$ cat config.mk
export PLATFORM = sky130hd
export DESIGN_NAME = lhp_walk
export DESIGN_NICKNAME = d
export VERILOG_FILES = /design/src/sv/lhp_pkg.sv /design/src/sv/lhp_walk.sv
export SDC_FILE = /design/constraint.sdc
export NUM_CORES = 1
export LEC_CHECK = 0
export ABC_AREA = 1
export BUFFER_PORTS_ARGS = -buffer_cell sky130_fd_sc_hd__buf_2
export CELL_PAD_IN_SITES_DETAIL_PLACEMENT = 0
export CELL_PAD_IN_SITES_GLOBAL_PLACEMENT = 2
export CORE_MARGIN = 2
export CORE_UTILIZATION = 37
export DETAILED_ROUTE_END_ITERATION = 10
export PLACE_DENSITY = 0.88
export SYNTH_ARGS = -nofsm -noshare
export SYNTH_HDL_FRONTEND = slang
export SYNTH_SLANG_ARGS = --single-unit
$ cat constraint.sdc
create_clock -name clk -period 6.6 [get_ports clk]
set_input_delay 0.66 -clock clk [delete_from_list [all_inputs] [get_ports clk]]
set_output_delay 0.66 -clock clk [all_outputs]
set_load 0.02 [all_outputs]
$ cat src/sv/lhp_pkg.sv
// ----------------------------------------------------------------------------
// lhp_pkg: shared types and constants of the latency histogram
// widths, bucket geometry, operation codes and the walk unit control bundle
// ----------------------------------------------------------------------------
package lhp_pkg;

  // histogram geometry
  localparam int NUM_BUCKETS     = 500;
  localparam int BUCKET_WIDTH_US = 10;
  localparam int BKT_W           = $clog2(NUM_BUCKETS);

  // field widths
  localparam int CNT_W  = 32;
  localparam int LAT_W  = 32;
  localparam int FUNC_W = 3;
  localparam int PM_W   = 10;
  localparam int PCT_W  = 13;
  localparam int CFG_AW = 2;

  // per mille scale, running sums of the percentile passes are kept multiplied by it
  localparam int PM_SCALE = 1000;
  localparam int ACC_W    = CNT_W + BKT_W + $clog2(PM_SCALE) + 1;

  // bucket index by reciprocal multiply, exact below the clamp limit
  localparam longint LAT_LIMIT = longint'(NUM_BUCKETS) * longint'(BUCKET_WIDTH_US);
  localparam int     LX_W      = $clog2(LAT_LIMIT);
  localparam int     RSH       = LX_W + $clog2(BUCKET_WIDTH_US);
  localparam longint RECIP     = ((64'd1 << RSH) + BUCKET_WIDTH_US - 1) / BUCKET_WIDTH_US;

  // bucket edge product width
  localparam int EDGE_PW = BKT_W + 1 + $clog2(BUCKET_WIDTH_US + 1);

  // register reset values
  localparam logic [LAT_W-1:0] THRESH_RST  = LAT_W'(1000);
  localparam logic [PM_W-1:0]  PM_LOW_RST  = PM_W'(500);
  localparam logic [PM_W-1:0]  PM_MID_RST  = PM_W'(990);
  localparam logic [PM_W-1:0]  PM_HIGH_RST = PM_W'(999);

  // register indexes
  localparam logic [CFG_AW-1:0] CFG_THRESH  = CFG_AW'(0);
  localparam logic [CFG_AW-1:0] CFG_PM_LOW  = CFG_AW'(1);
  localparam logic [CFG_AW-1:0] CFG_PM_MID  = CFG_AW'(2);
  localparam logic [CFG_AW-1:0] CFG_PM_HIGH = CFG_AW'(3);

  // operation codes
  typedef enum logic [FUNC_W-1:0] {
    FN_RECORD   = 3'd0,
    FN_DEFERRED = 3'd1,
    FN_REPORT   = 3'd2,
    FN_CLEAR    = 3'd3,
    FN_DRAIN    = 3'd4
  } func_t;

  // result kinds
  localparam logic KIND_REPORT = 1'b0;
  localparam logic KIND_DRAIN  = 1'b1;

  // control of the accumulate and compare unit
  typedef struct packed {
    logic             load;
    logic             acc_en;
    logic             scaled;
    logic             cmp_en;
    logic [BKT_W-1:0] cmp_idx;
  } walk_ctl_t;

  // status of the accumulate and compare unit
  typedef struct packed {
    logic [CNT_W-1:0] sum;
    logic             hit;
    logic [BKT_W-1:0] hit_idx;
  } walk_sts_t;

  // upper edge of a bucket, cut to the percentile field
  function automatic logic [PCT_W-1:0] bucket_edge(input logic [BKT_W-1:0] idx);
    logic [EDGE_PW-1:0] prod;
    prod = (EDGE_PW'(idx) + EDGE_PW'(1)) * EDGE_PW'(BUCKET_WIDTH_US);
    return PCT_W'(prod);
  endfunction

endpackage

$ cat src/sv/lhp_walk.sv
// ----------------------------------------------------------------------------
// lhp_walk: shared accumulate and compare unit
// sums bucket counts, plain or scaled by the per mille base, and finds the
// first bucket where the scaled running sum reaches total times per mille
// ----------------------------------------------------------------------------
module lhp_walk (
  input  logic                      clk,
  input  logic                      rst_n,
  input  lhp_pkg::walk_ctl_t        ctl,
  input  logic [lhp_pkg::CNT_W-1:0] total,
  input  logic [lhp_pkg::PM_W-1:0]  frac_pm,
  input  logic [lhp_pkg::CNT_W-1:0] rd_count,
  output lhp_pkg::walk_sts_t        sts
);

  logic [lhp_pkg::ACC_W-1:0] acc_r;
  logic [lhp_pkg::ACC_W-1:0] target_r;
  logic [lhp_pkg::ACC_W-1:0] addend;
  logic                      hit_r;
  logic [lhp_pkg::BKT_W-1:0] hit_idx_r;

  // operand select: raw count or count times the per mille base
  always_comb begin
    if (ctl.scaled) begin
      addend = lhp_pkg::ACC_W'(rd_count) * lhp_pkg::ACC_W'(lhp_pkg::PM_SCALE);
    end else begin
      addend = lhp_pkg::ACC_W'(rd_count);
    end
  end

  // accumulator, target and first hit
  always_ff @(posedge clk) begin
    if (!rst_n) begin
      acc_r     <= '0;
      hit_r     <= 1'b0;
      hit_idx_r <= lhp_pkg::BKT_W'(lhp_pkg::NUM_BUCKETS - 1);
    end else if (ctl.load) begin
      acc_r     <= '0;
      hit_r     <= 1'b0;
      hit_idx_r <= lhp_pkg::BKT_W'(lhp_pkg::NUM_BUCKETS - 1);
      target_r  <= lhp_pkg::ACC_W'(total) * lhp_pkg::ACC_W'(frac_pm);
    end else begin
      if (ctl.acc_en) begin
        acc_r <= acc_r + addend;
      end
      if (ctl.cmp_en && !hit_r && (acc_r >= target_r)) begin
        hit_r     <= 1'b1;
        hit_idx_r <= ctl.cmp_idx;
      end
    end
  end

  assign sts.sum     = acc_r[lhp_pkg::CNT_W-1:0];
  assign sts.hit     = hit_r;
  assign sts.hit_idx = hit_idx_r;

endmodule

After elaboration in Yosys (flattened, before gate mapping) --
Cells that the tools add are included. W data, S select, Z words.
Word-level totals: input bits 89, bits in registers 104, output and inout port bits 42
Cells by class: reduce and logical (&&, ||, !) cells 5, $lt $le $gt $ge 1, add/subtract/negate cells 1, bitwise logic cells 1, mux-type cells 1, $mul 2
Operators by type and width (count):
- $add A52 B52 Y52 | 1
- $ge A52 B42 Y1 | 1
- $mul A32 B10 Y42 | 1
- $mux W42 | 1
- $mul A32 B7 Y39 const B | 1
- $logic_and A1 B1 Y1 | 2
- $reduce_and A2 Y1 | 1
- $reduce_or A2 Y1 | 1
- $logic_not A1 Y1 | 1
- $not A1 Y1 | 1

Longest topological paths before layout --
Gate-level depths: netlist of run 1.
depth after elaboration 3, mapped depth 33, mapped depth without buffers 33

Least setup slack after synthesis of run 1 --
OpenSTA, ideal clock, no wires.
path kind input to register, from input rd_count[5] (netlist name), to register acc_r[24] (netlist name), stages 25, data required time 6485 ps, arrival time 5437 ps, path slack 1047 ps, setup time 115 ps, cell sequence inv_1 fa_1 fa_1 fa_1 fa_1 inv_1 ha_1 a21oi_1 o21ai_0 inv_1 nand2_1 nand3_1 nand3_1 or2_2 nand3_1 o21ai_0 ha_1 nand2_1 inv_1 a21oi_1 nand2_1 nand3b_1 xor2_1 o21ai_0 inv_1
On the way: word-level cells in the longest chain between the ends 3
Ends and longest elaborated chain:
- start, declared | line lhp_walk.sv:12 | input logic [lhp_pkg::CNT_W-1:0] rd_count,
- $mul A32 B7 Y39 | line lhp_walk.sv:25 | addend = lhp_pkg::ACC_W'(rd_count) * lhp_pkg::ACC_W'(lhp_pkg::PM_SCALE);
- $mux W42 * | line lhp_walk.sv:24 | if (ctl.scaled) begin
- $add A52 B52 Y52 * | line lhp_walk.sv:44 | acc_r <= acc_r + addend;
- end signal, assigned | line lhp_walk.sv:44
- end, declared | line lhp_walk.sv:16 | logic [lhp_pkg::ACC_W-1:0] acc_r;
Mark *: on every way between the ends. The rest lies on a longest branch, timed or not. A chain may end at the register's enable or synchronous reset.

Worst setup path in the final report of run 1 --
from input rd_count[6] (netlist name), to register acc_r[46] (netlist name)
The elaborated chain is that of the path after synthesis.

==> results of run 1 <==
report_power, final:
part	switching, mW	internal, mW
Combinational	7.02	4.13
Clock	0.280	0.269
Sequential	0.0903	1.11
state kept, by name, indices dropped and copies added, names as in the netlist:
register,count
target_r,42
acc_r,52
hit_idx_r,9
hit_r,1
cell families (layout without fill, tap and decap cells):
group	Yosys count	in the layout	share of synthesized area, %
fa+ha+maj	604	604	40.68
compound gates	379	379	8.318
flops	104	104	9.943
xor+xnor	64	64	2.227
simple gates	1507	1507	24.27
buf+inv	936	1054	14.56
layer usage:
metal | part of all wire (%) | vias up
met5 | 0 | -
met4 | 2.2 | 0
met1 | 44 | 10520
met3 | 3.2 | 74
li1 | - | 11090
met2 | 51 | 379
worst register-to-register path, cell delays in order, from the launching register on:
cell and delay [ns]:
sky130_fd_sc_hd__dfxtp_1 0.36, sky130_fd_sc_hd__ha_1 0.20, sky130_fd_sc_hd__inv_1 0.07, sky130_fd_sc_hd__fa_1 0.41, sky130_fd_sc_hd__inv_1 0.12, sky130_fd_sc_hd__nand3_1 0.09, sky130_fd_sc_hd__nand3_2 0.10, sky130_fd_sc_hd__nand2_1 0.06
sky130_fd_sc_hd__nand2_1 0.16, sky130_fd_sc_hd__nand2_1 0.07, sky130_fd_sc_hd__nand2_1 0.21, sky130_fd_sc_hd__nand3_1 0.11, sky130_fd_sc_hd__nand3_1 0.18, sky130_fd_sc_hd__nand3_1 0.09, sky130_fd_sc_hd__nand2_1 0.08, sky130_fd_sc_hd__nor2_1 0.05
worst max-delay path by stage:
stage                end  slack (ns)  depth (start not counted)
2_1_floorplan  acc_r[24]        1.05                         25
3_3_place_gp   acc_r[40]       -0.08                         28
3_5_place_dp   acc_r[40]       -0.04                         28
4_1_cts        acc_r[40]        0.35                         28
5_1_grt        acc_r[50]        0.02                         27
6_report       acc_r[46]        0.39                         29
layout by cell type, fill, tap and decap left out, types with 23 or more instances in the layout:
cell,instances
sky130_fd_sc_hd__a21oi_1,174
sky130_fd_sc_hd__buf_2,130
sky130_fd_sc_hd__buf_4,94
sky130_fd_sc_hd__dfxtp_1,62
sky130_fd_sc_hd__edfxtp_1,42
sky130_fd_sc_hd__fa_1,357
sky130_fd_sc_hd__ha_1,247
sky130_fd_sc_hd__inv_1,811
sky130_fd_sc_hd__nand2_1,940
sky130_fd_sc_hd__nand3_1,151
sky130_fd_sc_hd__nand4_1,23
sky130_fd_sc_hd__nor2_1,319
sky130_fd_sc_hd__nor3_1,25
sky130_fd_sc_hd__o21ai_0,120
sky130_fd_sc_hd__xor2_1,46
through the flow:
step / worst slack [ns] / total power [mW] / hold WS (ns) / setup TNS [ns] / utilization [%]
after detailed placement: -0.04390 / 12.32 / 0.4389 / -0.07673 / 40.11
final: 0.3940 / 12.89 / 0.4559 / 0 / 40.57
after CTS: 0.3521 / 12.94 / 0.4599 / 0 / 40.51
after global routing: 0.01558 / 14.52 / 0.4824 / 0 / 40.57
after floorplan: 1.047 / 9.104 / 0.4439 / 0 / -
after global placement: -0.08190 / 12.30 / 0.4332 / -0.1671 / 40.11
final cells by class:
cell class                 count  area [um^2]
clock buffer                  14        254.0
clock inverter                 2        16.27
fill                        7342        39980
inverter                     814         3059
multi-input combinational   2554        19010
sequential                   104         2502
tap                          873         1092
timing repair buffer         224         1356
repair_timing:
action,4_1_cts,5_1_grt
resized for setup,0,5
buffers inserted,0,3
endpoints found under the setup margin,0,5
==> metrics.log, run 1 <==
[metrics] gate family responsible for the most delay along the worst path: adder cells
[metrics] post-synthesis area per instance: around 7 um^2
[metrics] routed wirelength normalized by instance count: 16.27 um
[metrics] Final #Nets: around 4,400
[metrics] area enclosed by the die boundary: about 70,000 um^2
[metrics] Via-to-Cell Ratio: ~4.8
[metrics] kind of end point of the critical path: flip-flop
[metrics] cell area after synthesis: between 20,000 and 30,000 um^2
[metrics] areal power density over the cells: 472.3 nW/um^2
[metrics] class of the worst hold path: reg -> reg
[metrics] CP Class: in -> reg
[metrics] Critical Path Max Stage Delay: 0.60 ns
[metrics] met1 usage in global routing: 27.96%
[metrics] Post-Route WL: between 70 and 80 mm
[metrics] Cells after Synth: between 3,000 and 4,000
[metrics] CTS Hold Bufs: 0
[metrics] TritonCTS sink count: 104
[metrics] outcome: complete, no violations
[metrics] max capacitance violation total: 0
[metrics] Synth warnings: 0
[metrics] number of rows created at floorplan: 95
[metrics] data arrival time of the critical path: 6.49 ns
[metrics] leading area contributor after synthesis: sky130_fd_sc_hd__fa_1
[metrics] initial antenna violation count: 0
[metrics] setup skew after layout: 0.01490 ns
[metrics] crit path launch: rd_count[6]
[metrics] drt first pass iters: 5
[metrics] Reg-to-Reg End: acc_r[46]
[metrics] vias in the first global route: 23,380
[metrics] list of most frequent post-synthesis cells: sky130_fd_sc_hd__nand2_1, sky130_fd_sc_hd__inv_1, sky130_fd_sc_hd__fa_1, sky130_fd_sc_hd__nor2_1, sky130_fd_sc_hd__ha_1
[metrics] Initial Util: between 30 and 40%
[metrics] register-to-register path setup slack: ~4.2 ns
[metrics] height of the chip: 264.8 um
[metrics] first-pass GRT wire length: 122.4 mm
[metrics] number of antenna cells inserted: 0
[metrics] synthesis-to-layout area growth: 8.457%
[metrics] Relative slew margins: around two fifths
[metrics] library cell with the highest instance count after synthesis: sky130_fd_sc_hd__nand2_1
[metrics] leakage dissipation: ~15 nW
[metrics] Final Max Slew Viols: 0
[metrics] post-synthesis register bit count: 104
[metrics] number of routed nets with antenna violations: 0
[metrics] count of input and output buffers: 130
[metrics] starting DRC count in detailed routing: 981
[metrics] count of cells along the worst register-to-register path: 15
[metrics] GR Layer Usage met2: just over 40%
[metrics] Buf+Inv Stages, Crit Path: 6
[metrics] non-filler instance count after layout: ~4,600
[metrics] clock network latency to the later pin of the worst-skew pair: 0.39 ns
[metrics] # setup viols final: 0
[metrics] worst hold path stage count: 2
[metrics] setup repair after global routing missed its margin: false
[metrics] fmax: 161.1 MHz
[metrics] cell area after placement: approximately 27,000 um^2
[metrics] area of the core: a little under 70,000 um^2
[metrics] HPWL reported at the end of detailed placement: 63.88 mm
[metrics] drt drc: 0
[metrics] busiest layer in global routing: met2
[metrics] number of distinct library cells after synthesis: 48
[metrics] synth top area cells: sky130_fd_sc_hd__fa_1, sky130_fd_sc_hd__nand2_1, sky130_fd_sc_hd__ha_1
[metrics] placer congestion estimate: 0.8906
[metrics] type of element launching the critical path: input pin
[metrics] global routing usage summed across all routing layers: between 20 and 25%
[metrics] Reg clk slew, reported paths: 0.07 ns
[metrics] htree depth: 3
[metrics] portion of the post-synthesis area used by sequential elements: 9.943%
[metrics] die width: 264.8 um
[metrics] Most used DFF post-synth: sky130_fd_sc_hd__dfxtp_1
[metrics] number of enable flip-flop cells after synthesis: 42
[metrics] syn nets: 4,287
[metrics] I/O pin total: between 100 and 150
[metrics] shortest period the worst path allows: 6.206 ns
[metrics] CP most frequent cell: sky130_fd_sc_hd__nand2_1
[metrics] share of async-settable or async-resettable flops after synthesis: 0%
[metrics] final critical-path share of the clock period: 94.03%
[metrics] required time of the critical path: 6.88 ns
[metrics] peak supply drop: 0.2358 mV
[metrics] buffer type at the clock tree root: sky130_fd_sc_hd__clkbuf_16
[metrics] met3 usage in global routing: under 10%
[metrics] TritonCTS clock tree: yes
[metrics] final number of hold-violating endpoints: 0
[metrics] via total after detailed routing: 22,060
[metrics] worst min-delay path endpoint: hit_idx_r[8]
[metrics] highest-delay cell along the critical path: sky130_fd_sc_hd__fa_1
[metrics] startpoint of the most critical register-to-register path: acc_r[0]
[metrics] proportion of netlist area held by the largest area contributor: 28.40%
[metrics] final standard cell area without fillers: 27,290 um^2
[metrics] worst-margin pin slew: between 0.9 and 1 ns
[metrics] largest net degree at the start of global routing: 50
[metrics] total overflow reported by the global router: 0
[metrics] maximum count of clock buffers along a single path: 2
[metrics] clock buffers created by TritonCTS: 9
[metrics] placed insts: 4,566
[metrics] startpoint of the most critical hold path: hit_idx_r[8]
[metrics] fraction of layout instances using a drive strength above 1: 7.678%
[metrics] maximum fanout along the worst path: 5
(Power assumes the default switching activity.)
==> run 2: changes to the inputs <==
CORE_UTILIZATION = 32   (was 37)
PLACE_DENSITY = 0.79   (was 0.88)
==> metrics.log, run 2 (same netlist as run 1, synthesis figures left out) <==
[metrics] outcome: complete, no violations (unchanged)
[metrics] drt first pass iters: 7 (was 5)
[metrics] total overflow reported by the global router: 0 (unchanged)
[metrics] I/O pin total: 131 (unchanged)
[metrics] final number of hold-violating endpoints: 0 (unchanged)
[metrics] Initial Util: 32.38% (was 37.41%)
[metrics] combinational share of power: 86.5% (about the same)
[metrics] class of the worst hold path: reg -> reg (unchanged)
[metrics] # setup viols final: 0 (unchanged)
[metrics] max reg flops: 52 (unchanged)
[metrics] type of element launching the critical path: input pin (unchanged)
[metrics] reported net switching power: 7.556 mW (was 7.387 mW)
[metrics] CP most frequent cell: sky130_fd_sc_hd__nand2_1 (unchanged)
[metrics] maximum count of clock buffers along a single path: 2 (unchanged)
[metrics] setup repair after global routing missed its margin: false (unchanged)
[metrics] Post-Route WL: 78.26 mm (was 74.58 mm)
[metrics] placer congestion estimate: 0.8897 (was 0.8906)
[metrics] worst-margin pin slew: 0.8994 ns (was 0.9017 ns)
[metrics] Via-to-Cell Ratio: 4.600 (was 4.812)
[metrics] fmax: 159.2 MHz (was 161.1 MHz)
[metrics] Total Negative Setup Slacks: 0 ns (unchanged)
[metrics] Final #Nets: 4,433 (was 4,400)
[metrics] shortest period the worst path allows: 6.280 ns (was 6.206 ns)
[metrics] count of input and output buffers: 130 (unchanged)
[metrics] register bank with the most flops: acc_r (unchanged)
[metrics] Reg clk slew, reported paths: 0.08 ns (was 0.07 ns)
[metrics] number of rows created at floorplan: 102 (was 95)
[metrics] htree depth: 3 (unchanged)
[metrics] kind of end point of the critical path: flip-flop (unchanged)
[metrics] starting DRC count in detailed routing: 1,056 (was 981)
[metrics] initial antenna violation count: 1 (was 0)
[metrics] met2 WL post-DR: 39.22 mm (was 37.82 mm)
[metrics] count of fill cells added during filler insertion: 8,584 (was 7,342)
[metrics] length of routed met3 wiring: 1.983 mm (was 2.357 mm)
[metrics] number of routed nets with antenna violations: 0 (unchanged)
[metrics] cell internal power dissipation: 5.723 mW (was 5.503 mW)
[metrics] setup skew after layout: 0.01450 ns (was 0.01490 ns)
[metrics] data arrival time of the critical path: 6.56 ns (was 6.49 ns)
[metrics] die width: 284.4 um (was 264.8 um)
[metrics] height of the chip: 284.4 um (was 264.8 um)
[metrics] global routing usage summed across all routing layers: 19.83% (was 22.05%)
[metrics] HPWL reported at the end of detailed placement: 67.40 mm (was 63.88 mm)
[metrics] required time of the critical path: 6.88 ns (about the same)
[metrics] highest-delay cell along the critical path: sky130_fd_sc_hd__fa_1 (unchanged)
[metrics] switching share of total power: 56.90% (was 57.31%)
[metrics] part of the total power dissipated in the clock network: 4.5% (was 4.3%)
[metrics] buffer type at the clock tree root: sky130_fd_sc_hd__clkbuf_16 (unchanged)
[metrics] Final Max Slew Viols: 0 (unchanged)
[metrics] most frequent cells in the layout: sky130_fd_sc_hd__nand2_1, sky130_fd_sc_hd__inv_1, sky130_fd_sc_hd__fa_1 (unchanged)
[metrics] area of the multi-input gates: 19,040 um^2 (was 19,010 um^2)
[metrics] met1 routed wirelength after detailed routing: 35.30 mm (was 32.76 mm)
[metrics] final standard cell area without fillers: 27,810 um^2 (was 27,290 um^2)
[metrics] number of antenna cells inserted: 0 (unchanged)
[metrics] area used by sequential logic in the layout: 2502 um^2 (unchanged)
[metrics] TritonCTS sink count: 104 (unchanged)
[metrics] non-filler instance count after layout: 4,785 (was 4,585)
[metrics] fraction of layout instances using a drive strength above 1: 8.785% (was 7.678%)
[metrics] first-pass GRT wire length: 126.4 mm (was 122.4 mm)
[metrics] Relative slew margins: 39.98% (was 39.82%)
[metrics] registers with the highest flip-flop counts: acc_r x52, target_r x42, hit_idx_r x9 (unchanged)
[metrics] peak supply drop: 0.2297 mV (was 0.2358 mV)
[metrics] Worst Setup Slack post-DPL: -0.2114 ns (was -0.04390 ns)
[metrics] via total after detailed routing: 22,010 (was 22,060)
[metrics] CP Class: in -> reg (unchanged)
[metrics] maximum fanout along the worst path: 5 (unchanged)
[metrics] area enclosed by the die boundary: 80,910 um^2 (was 70,120 um^2)
[metrics] max capacitance violation total: 0 (unchanged)
[metrics] final critical-path share of the clock period: 95.14% (was 94.03%)
[metrics] CTS Hold Bufs: 0 (unchanged)
[metrics] hold slack final: 0.4575 ns (was 0.4559 ns)
[metrics] largest net degree at the start of global routing: 56 (was 50)
[metrics] synthesis-to-layout area growth: 10.50% (was 8.457%)
[metrics] vias in the first global route: 23,550 (was 23,380)
[metrics] uppermost metal layer occupied by signal nets: met4 (unchanged)
[metrics] crit path setup slack, layout: 0.3205 ns (was 0.3940 ns)
[metrics] Critical Path Max Stage Delay: 0.59 ns (was 0.60 ns)
[metrics] clock buffers created by TritonCTS: 9 (unchanged)
[metrics] TritonCTS clock tree: yes (unchanged)
[metrics] sequential share of power: 9.0% (was 9.3%)
[metrics] drt drc: 0 (unchanged)
[metrics] routed wirelength normalized by instance count: 16.35 um (was 16.27 um)
[metrics] placed insts: 4,766 (was 4,566)
[metrics] area of the core: 77,720 um^2 (was 67,280 um^2)
[metrics] clock network latency to the later pin of the worst-skew pair: 0.39 ns (about the same)
[metrics] leakage dissipation: 15.45 nW (was 15.28 nW)
[metrics] cell area after placement: 27,440 um^2 (was 26,990 um^2)
[metrics] areal power density over the cells: 477.5 nW/um^2 (was 472.3 nW/um^2)
[metrics] most common cell after layout, fill and taps aside: sky130_fd_sc_hd__nand2_1 (unchanged)
## run 2: cell types whose count changed in the layout (fill, tap and decap cells not counted), sizes merged
cell / before / now
clkinv: 1 / 4
bufinv: 0 / 1
clkbuf: 14 / 10
buf: 224 / 257
## run 2: power by group through the flow
stage                     Clock, mW  Combinational (mW)  Sequential, mW
after floorplan                   0                7.94            1.17
after detailed placement          0                11.4            1.21
final                         0.592                11.5            1.20
after global placement            0                11.5            1.21
after CTS                     0.613                11.5            1.20
after global routing          0.630                13.1            1.21
## run 2: routing by layer
layer / vias up / GRT usage (%)
li1: 11150 / -
met1: 10490 / 25.06
met2: 296 / 36.23
met3: 70 / 1.717
met4: 0 / 4.921
met5: - / 0
## run 2: final timing paths
| kind | startpoint | end | slack (ns) | cells past startpoint |
|---|---|---|---|---|
| worst max register to register | acc_r[18] | hit_idx_r[5] | 3.98 | 12 |
| worst min register to register | hit_idx_r[6] | hit_idx_r[6] | 0.46 | 2 |
| worst min-delay path | hit_idx_r[6] | hit_idx_r[6] | 0.46 | 2 |
| worst max-delay path | rd_count[5] | acc_r[47] | 0.32 | 28 |
## run 2: repair_timing
| action | in CTS | in global routing |
|---|---|---|
| setup endpoints to repair | 0 | 17 |
| buffers inserted | 0 | 3 |
| gates resized for setup | 0 | 17 |
## run 2: cell type report
type / instances / share of cell area [%]
Sequential cell: 104 / 8.998
Timing Repair Buffer: 257 / 5.768
Inverter: 814 / 11.01
Clock inverter: 6 / 0.2430
Tap cell: 1040 / 4.679
Clock buffer: 10 / 0.8234
Multi-Input combinational cell: 2554 / 68.47
## run 2: critical path, delay by kind of cell
family | cells | cell delay [ns]
AOI/OAI and AO/OA | 2 | 0.57
adders and majority gates | 6 | 2.89
buffers and inverters | 4 | 0.52
and+or+nand+nor | 16 | 1.93
## run 2: through the flow
stage	power, mW	utilization, %
5_1_grt	14.97	35.78
3_3_place_gp	12.67	35.31
3_5_place_dp	12.66	35.31
6_report	13.28	35.78
4_1_cts	13.32	35.69
2_1_floorplan	9.104	-
